`config.mk`:
```
export PLATFORM = sky130hd
export DESIGN_NAME = lfn_entry_packer
export DESIGN_NICKNAME = d
export VERILOG_FILES = /design/src/rtl/core/lfp_pkg.sv /design/src/rtl/core/lfp_front.sv /design/src/rtl/core/lfp_queue.sv /design/src/rtl/core/lfp_back.sv /design/src/rtl/core/lfn_entry_packer.sv
export SDC_FILE = /design/constraint.sdc
export NUM_CORES = 1
export LEC_CHECK = 0
export ABC_CLOCK_PERIOD_IN_PS = 23900
export BUFFER_PORTS_ARGS = -buffer_cell sky130_fd_sc_hd__clkbuf_2
export CAP_MARGIN = 20
export CORE_MARGIN = 2
export CORE_UTILIZATION = 41
export CTS_CLUSTER_DIAMETER = 80
export DETAILED_ROUTE_END_ITERATION = 10
export PLACE_DENSITY = 0.66
export SLEW_MARGIN = 40
export SYNTH_ARGS = -nofsm -noshare
export SYNTH_HDL_FRONTEND = slang
export SYNTH_HIERARCHICAL = 1
export SYNTH_SLANG_ARGS = --single-unit
```
`constraint.sdc`:
```
create_clock -name clk -period 23.9 [get_ports clk]
set_input_delay 3.585 -clock clk [delete_from_list [all_inputs] [get_ports clk]]
set_output_delay 3.585 -clock clk [all_outputs]
set_load 0.02 [all_outputs]
```
`src/rtl/core/lfp_pkg.sv`:
```
// Shared types and constants for the long-filename entry packer.
package lfp_pkg;

	localparam int unsigned UNITS = 13;
	localparam int unsigned ORD_W = 6;
	localparam logic [3:0] LAST_SLOT = 4'd12;
	localparam logic [6:0] FINAL_FLAG = 7'h40;
	localparam logic [15:0] FILLER_UNIT = 16'hFFFF;
	localparam logic [15:0] TERM_UNIT = 16'h0000;

	typedef struct packed {
		logic [7:0] name_byte;
		logic       byte_valid;
		logic       end_of_name;
	} item_t;

	typedef struct packed {
		logic [6:0]  order_byte;
		logic [3:0]  slot;
		logic [15:0] code_unit;
		logic        entry_done;
		logic        overflow;
	} result_t;

	typedef struct packed {
		logic [UNITS-1:0][7:0] chars;
		logic [3:0]            fill;
		logic                  final_entry;
		logic [6:0]            order_byte;
		logic                  overflow;
	} entry_t;

	typedef struct packed {
		logic full;
		logic empty;
	} q_status_t;

endpackage

```
`src/rtl/core/lfp_front.sv`:
```
// Front end: accepts name bytes, gathers them into an entry and hands finished entries on.
module lfp_front #(
	parameter int unsigned MAX_ENTRIES = 20
) (
	input  logic              clk,
	input  logic              arst_n,
	input  logic              item_valid,
	input  logic              q_full,
	input  lfp_pkg::item_t    item,
	output logic              item_stall,
	output logic              push,
	output lfp_pkg::entry_t   push_entry
);

	localparam logic [lfp_pkg::ORD_W-1:0] ORD_LIMIT =
		(lfp_pkg::ORD_W'(MAX_ENTRIES) == '0) ? lfp_pkg::ORD_W'(1) : lfp_pkg::ORD_W'(MAX_ENTRIES);

	logic [7:0]                store_q [lfp_pkg::UNITS];
	logic [3:0]                fill_q;
	logic [lfp_pkg::ORD_W-1:0] ordinal_q;
	logic                      overflow_q;

	logic       accept;
	logic       store_en;
	logic [3:0] fill_next;
	logic       emit;

	assign item_stall = q_full;
	assign accept     = item_valid && !q_full;
	assign store_en   = item.byte_valid && (fill_q < 4'(lfp_pkg::UNITS));
	assign fill_next  = store_en ? 4'(fill_q + 4'd1) : fill_q;
	assign emit       = item.end_of_name || (fill_next == 4'(lfp_pkg::UNITS));
	assign push       = accept && emit;

	always_comb begin
		for (int k = 0; k < lfp_pkg::UNITS; k++) begin
			if (store_en && (fill_q == 4'(k))) begin
				push_entry.chars[k] = item.name_byte;
			end else begin
				push_entry.chars[k] = store_q[k];
			end
		end
		push_entry.fill        = fill_next;
		push_entry.final_entry = item.end_of_name;
		push_entry.order_byte  = {1'b0, ordinal_q} | (item.end_of_name ? lfp_pkg::FINAL_FLAG : 7'd0);
		push_entry.overflow    = overflow_q;
	end

	always_ff @(posedge clk) begin
		if (accept && store_en) begin
			store_q[fill_q] <= item.name_byte;
		end
	end

	always_ff @(posedge clk or negedge arst_n) begin
		if (!arst_n) begin
			fill_q     <= 4'd0;
			ordinal_q  <= lfp_pkg::ORD_W'(1);
			overflow_q <= 1'b0;
		end else if (accept) begin
			if (item.end_of_name) begin
				fill_q     <= 4'd0;
				ordinal_q  <= lfp_pkg::ORD_W'(1);
				overflow_q <= 1'b0;
			end else if (emit) begin
				fill_q <= 4'd0;
				if (ordinal_q >= ORD_LIMIT) begin
					overflow_q <= 1'b1;
					ordinal_q  <= ORD_LIMIT;
				end else begin
					ordinal_q <= ordinal_q + lfp_pkg::ORD_W'(1);
				end
			end else begin
				fill_q <= fill_next;
			end
		end
	end

endmodule

```
`src/rtl/core/lfp_queue.sv`:
```
// Two-deep queue of finished entries between front and back ends.
module lfp_queue (
	input  logic                clk,
	input  logic                arst_n,
	input  logic                push,
	input  lfp_pkg::entry_t     push_entry,
	input  logic                pop,
	output lfp_pkg::entry_t     head,
	output lfp_pkg::q_status_t  status
);

	lfp_pkg::entry_t slots_q [2];
	logic            wr_ptr_q;
	logic            rd_ptr_q;
	logic [1:0]      count_q;

	assign head         = slots_q[rd_ptr_q];
	assign status.full  = (count_q == 2'd2);
	assign status.empty = (count_q == 2'd0);

	always_ff @(posedge clk) begin
		if (push) begin
			slots_q[wr_ptr_q] <= push_entry;
		end
	end

	always_ff @(posedge clk or negedge arst_n) begin
		if (!arst_n) begin
			wr_ptr_q <= 1'b0;
			rd_ptr_q <= 1'b0;
			count_q  <= 2'd0;
		end else begin
			if (push) begin
				wr_ptr_q <= !wr_ptr_q;
			end
			if (pop) begin
				rd_ptr_q <= !rd_ptr_q;
			end
			if (push && !pop) begin
				count_q <= count_q + 2'd1;
			end else if (pop && !push) begin
				count_q <= count_q - 2'd1;
			end
		end
	end

endmodule

```
`src/rtl/core/lfp_back.sv`:
```
// Back end: walks the head entry slot by slot into a registered result stage.
module lfp_back (
	input  logic                clk,
	input  logic                arst_n,
	input  lfp_pkg::entry_t     head,
	input  lfp_pkg::q_status_t  status,
	input  logic                result_stall,
	output logic                pop,
	output logic                result_valid,
	output lfp_pkg::result_t    result
);

	logic             valid_q;
	lfp_pkg::result_t result_q;
	logic [3:0]       slot_q;
	logic             load;
	logic [15:0]      unit;

	assign load         = !status.empty && (!valid_q || !result_stall);
	assign pop          = load && (slot_q == lfp_pkg::LAST_SLOT);
	assign result_valid = valid_q;
	assign result       = result_q;

	always_comb begin
		if (slot_q < head.fill) begin
			unit = {8'd0, head.chars[slot_q]};
		end else if (head.final_entry && (slot_q == head.fill)) begin
			unit = lfp_pkg::TERM_UNIT;
		end else begin
			unit = lfp_pkg::FILLER_UNIT;
		end
	end

	always_ff @(posedge clk) begin
		if (load) begin
			result_q.order_byte <= head.order_byte;
			result_q.slot       <= slot_q;
			result_q.code_unit  <= unit;
			result_q.entry_done <= (slot_q == lfp_pkg::LAST_SLOT);
			result_q.overflow   <= head.overflow;
		end
	end

	always_ff @(posedge clk or negedge arst_n) begin
		if (!arst_n) begin
			valid_q <= 1'b0;
			slot_q  <= 4'd0;
		end else if (load) begin
			valid_q <= 1'b1;
			slot_q  <= (slot_q == lfp_pkg::LAST_SLOT) ? 4'd0 : 4'(slot_q + 4'd1);
		end else if (!result_stall) begin
			valid_q <= 1'b0;
		end
	end

endmodule

```
`src/rtl/core/lfn_entry_packer.sv`:
```
// Top level of the long-filename entry packer.
//   channel | direction | handshake                    | payload
//   item    | in        | item_valid / item_stall      | lfp_pkg::item_t
//   result  | out       | result_valid / result_stall  | lfp_pkg::result_t
// The front end takes a name byte unless stalled; it stalls only while both queue slots hold
// finished entries. Each entry leaves as 13 results, one per cycle unless result_stall holds,
// so full entries sustain one byte per cycle; a name closed early still yields 13 results
// for its last entry. A finished entry goes through a queue slot, then the result register.
// Reset empties the queue and the result stage; no clearing pass is needed.
module lfn_entry_packer #(
	parameter int unsigned MAX_ENTRIES = 20
) (
	input  logic              clk,
	input  logic              arst_n,
	input  logic              item_valid,
	output logic              item_stall,
	input  lfp_pkg::item_t    item,
	output logic              result_valid,
	input  logic              result_stall,
	output lfp_pkg::result_t  result
);

	logic               push;
	logic               pop;
	lfp_pkg::entry_t    push_entry;
	lfp_pkg::entry_t    head;
	lfp_pkg::q_status_t status;

	lfp_front #(
		.MAX_ENTRIES(MAX_ENTRIES)
	) u_front (
		.clk        (clk),
		.arst_n     (arst_n),
		.item_valid (item_valid),
		.q_full     (status.full),
		.item       (item),
		.item_stall (item_stall),
		.push       (push),
		.push_entry (push_entry)
	);

	lfp_queue u_queue (
		.clk        (clk),
		.arst_n     (arst_n),
		.push       (push),
		.push_entry (push_entry),
		.pop        (pop),
		.head       (head),
		.status     (status)
	);

	lfp_back u_back (
		.clk          (clk),
		.arst_n       (arst_n),
		.head         (head),
		.status       (status),
		.result_stall (result_stall),
		.pop          (pop),
		.result_valid (result_valid),
		.result       (result)
	);

endmodule

```
==> metrics <==
run status=finished, final reports clean; RSZ-0062 raised after global routing=no; antenna-violating nets left=0; WL/cell=21.6 um; cts hold-fix bufs=0; clock sink total=380; largest net degree at the start of global routing=79; final core occ=46.4%; clock skew=18.4 ps; initial antenna violation count=0; critical path arrival=approximately 6400 ps; Inst Count DP=1401; CTS tree=done; GRT Total Usage=15.4%; synth unique cells=54; Layout area overhead=11.6%; Clk Latency, worst-skew pair=around 530 ps; Ys Warns=6; Worst Setup Start Kind=primary input; detailed-route via count=7802; hpwl dp=18600 um; Setup crit end kind=flip-flop; Die Y=202 um; Finished Cell Area=between 15000 and 20000 um2; CP Class=in -> reg; Die ar.=between 40000 and 50000 um2; Slew @ Worst Pin=~830 ps; vias in the first global route=7873; FMAX=161 MHz; DR vias/cell=roughly 5.3; Net Count, Synth=917; most frequent cell after synthesis=edfxtp_1; synth top area cells=edfxtp_1 (67%), mux2_2 (15%), dfrtp_1 (3.0%); top_reg_cell synth=edfxtp_1; num rows=72; Die W=slightly above 200 um; TritonCTS Buffers=40; Final Max Slew Viols=0; asr flop ratio synth=5.26%; drt first-iter violations=628; CTS resizes=0; IO Pins=between 40 and 50; Clk pin slew, worst setup/hold paths=60 ps; Routed WL=31800 um; Worst IR Drop VDD=about 52 uV; setup TNS=0 ps; Lkg Pwr=6.16 nW; flop and latch count out of synthesis=380; drt drc=0; Post-Syn Instances=889; sequential share of the synthesized area=between 70% and 80%; core footprint=38600 um2; Synth top cells by count=edfxtp_1 (360), mux2_2 (209), clkbuf_1 (21), nand2_1 (21), mux2_4 (20); first-pass GRT wire length=47900 um; final worst-path cycle share=between 20% and 30%; buffer count from post-CTS setup fixing=0; Mapped Area=16100 um2; fin crit period=6200 ps; H-tree levels=2; syn avg cell area=between 15 and 20 um2; DRT Pass-1 Iters=5; DP Area=16700 um2; layout cells sized above 1=37.9%; root buffer cell=clkbuf_16; post-synth top area cell=edfxtp_1; top-area cell type share of the netlist area=67.3%; Non-Filler Instances=1474; total gr overflow=0; Net count, final=around 950; crit-path max FO=77; final hold vios=0; # port buffers=44; Initial Util=~42%; Power Density=between 100 and 150 nW/um2; Post-synth EDFFs=360; max-cap viol count=0; Hold Crit Class=reg -> reg; # diodes=0; RePlAce Congestion=0.760; Worst EP required=24050 ps; clock tree buffer depth=3; Final Setup Violations=0; normalized max-slew margin=between 40% and 50%
## worst max-delay path, stage by stage
cell      delay, ps
clkbuf_2        280
nand4_1         160
mux2i_1         240
a211oi_4        430
o21a_4          250
nor2b_4         150
buf_4           490
buf_6           670
## final cells by class
| class | count | area [um2] |
|---|---|---|
| clock inverters | 20 | 208 |
| multi-input cells | 431 | 4330 |
| inverters | 19 | 71.3 |
| flip-flops and latches | 380 | 11300 |
| clock buffers | 53 | 1050 |
| repair buffers | 53 | 295 |
| well taps | 518 | 648 |
| fillers | 3227 | 20700 |
## layer usage
layer	track usage (%)	wire length (um)	part of all wire (%)
met3	2.47	1370	4.3
met5	0	0	0
met1	21.8	14600	46
met2	24.5	15000	47
met4	5.02	839	2.6
## kinds of logic after synthesis
family	synth area share, %
fa+ha+maj	1.09
flops	70.5
xor+xnor	0.327
simple gates	2.89
mux	19.1
buf+inv	2.66
compound gates	3.49
## path summary, 6_finish.rpt
path                               startpoint                endpoint  slack [ps]  cells after the start
hold / removal             u_front/overflow_q   u_queue/slots_q[1][0]         480                      0
hold reg to reg            u_front/overflow_q   u_queue/slots_q[1][0]         480                      0
setup reg to reg            u_front/fill_q[0]  u_queue/slots_q[0][71]       19980                      9
setup / recovery                      item[1]  u_queue/slots_q[0][71]       17700                      8
min in group asynchronous              arst_n      u_queue/count_q[1]        3040                      1
max in group asynchronous              arst_n        u_queue/rd_ptr_q       20450                      1
## report_power, final
group | switching [mW] | internal (mW)
clock | 0.247 | 0.345
combinational | 0.306 | 0.218
sequential | 0.0433 | 0.835
## sequential cells by signal, summed over array words and instances (netlist names)
name / count
u_queue/wr_ptr_q: 1
u_front/store_q: 104
u_back/result: 22
u_queue/count_q: 2
u_queue/slots_q: 234
u_front/fill_q: 4
u_queue/rd_ptr_q: 1
u_front/ordinal_q: 6
u_front/overflow_q: 1
u_back/result_valid: 1
u_back/slot_q: 4
## cells in the final DEF, fill, tap and decap left out, drive strengths merged, types with 2 or more instances in the layout
cell,instances
edfxtp,360
mux2,229
clkbuf,96
nand2,21
inv,20
dfrtp,19
nor2,18
mux4,16
clkinv,16
nand3,15
ha,14
nor2b,14
a21oi,13
buf,10
a2111oi,9
o21ai,9
o311ai,8
a22oi,7
o22a,7
and3,7
and2,5
a31oi,4
xor2,4
bufinv,3
nand4,3
mux2i,3
a211oi,3
a21o,2
nand2b,2
a22o,2
xnor2,2
o41ai,2
o21a,2
## per-stage QoR
step                      setup WS [ps]  power, mW  hold slack [ps]
after CTS                         17720       2.01              482
after floorplan                   13480       1.28              455
after global routing              17520       2.08              510
after global placement            17000       1.41              474
after detailed placement          17180       1.42              468
final                             17700       2.00              478
No activity file was read; power rests on OpenSTA's default activity.
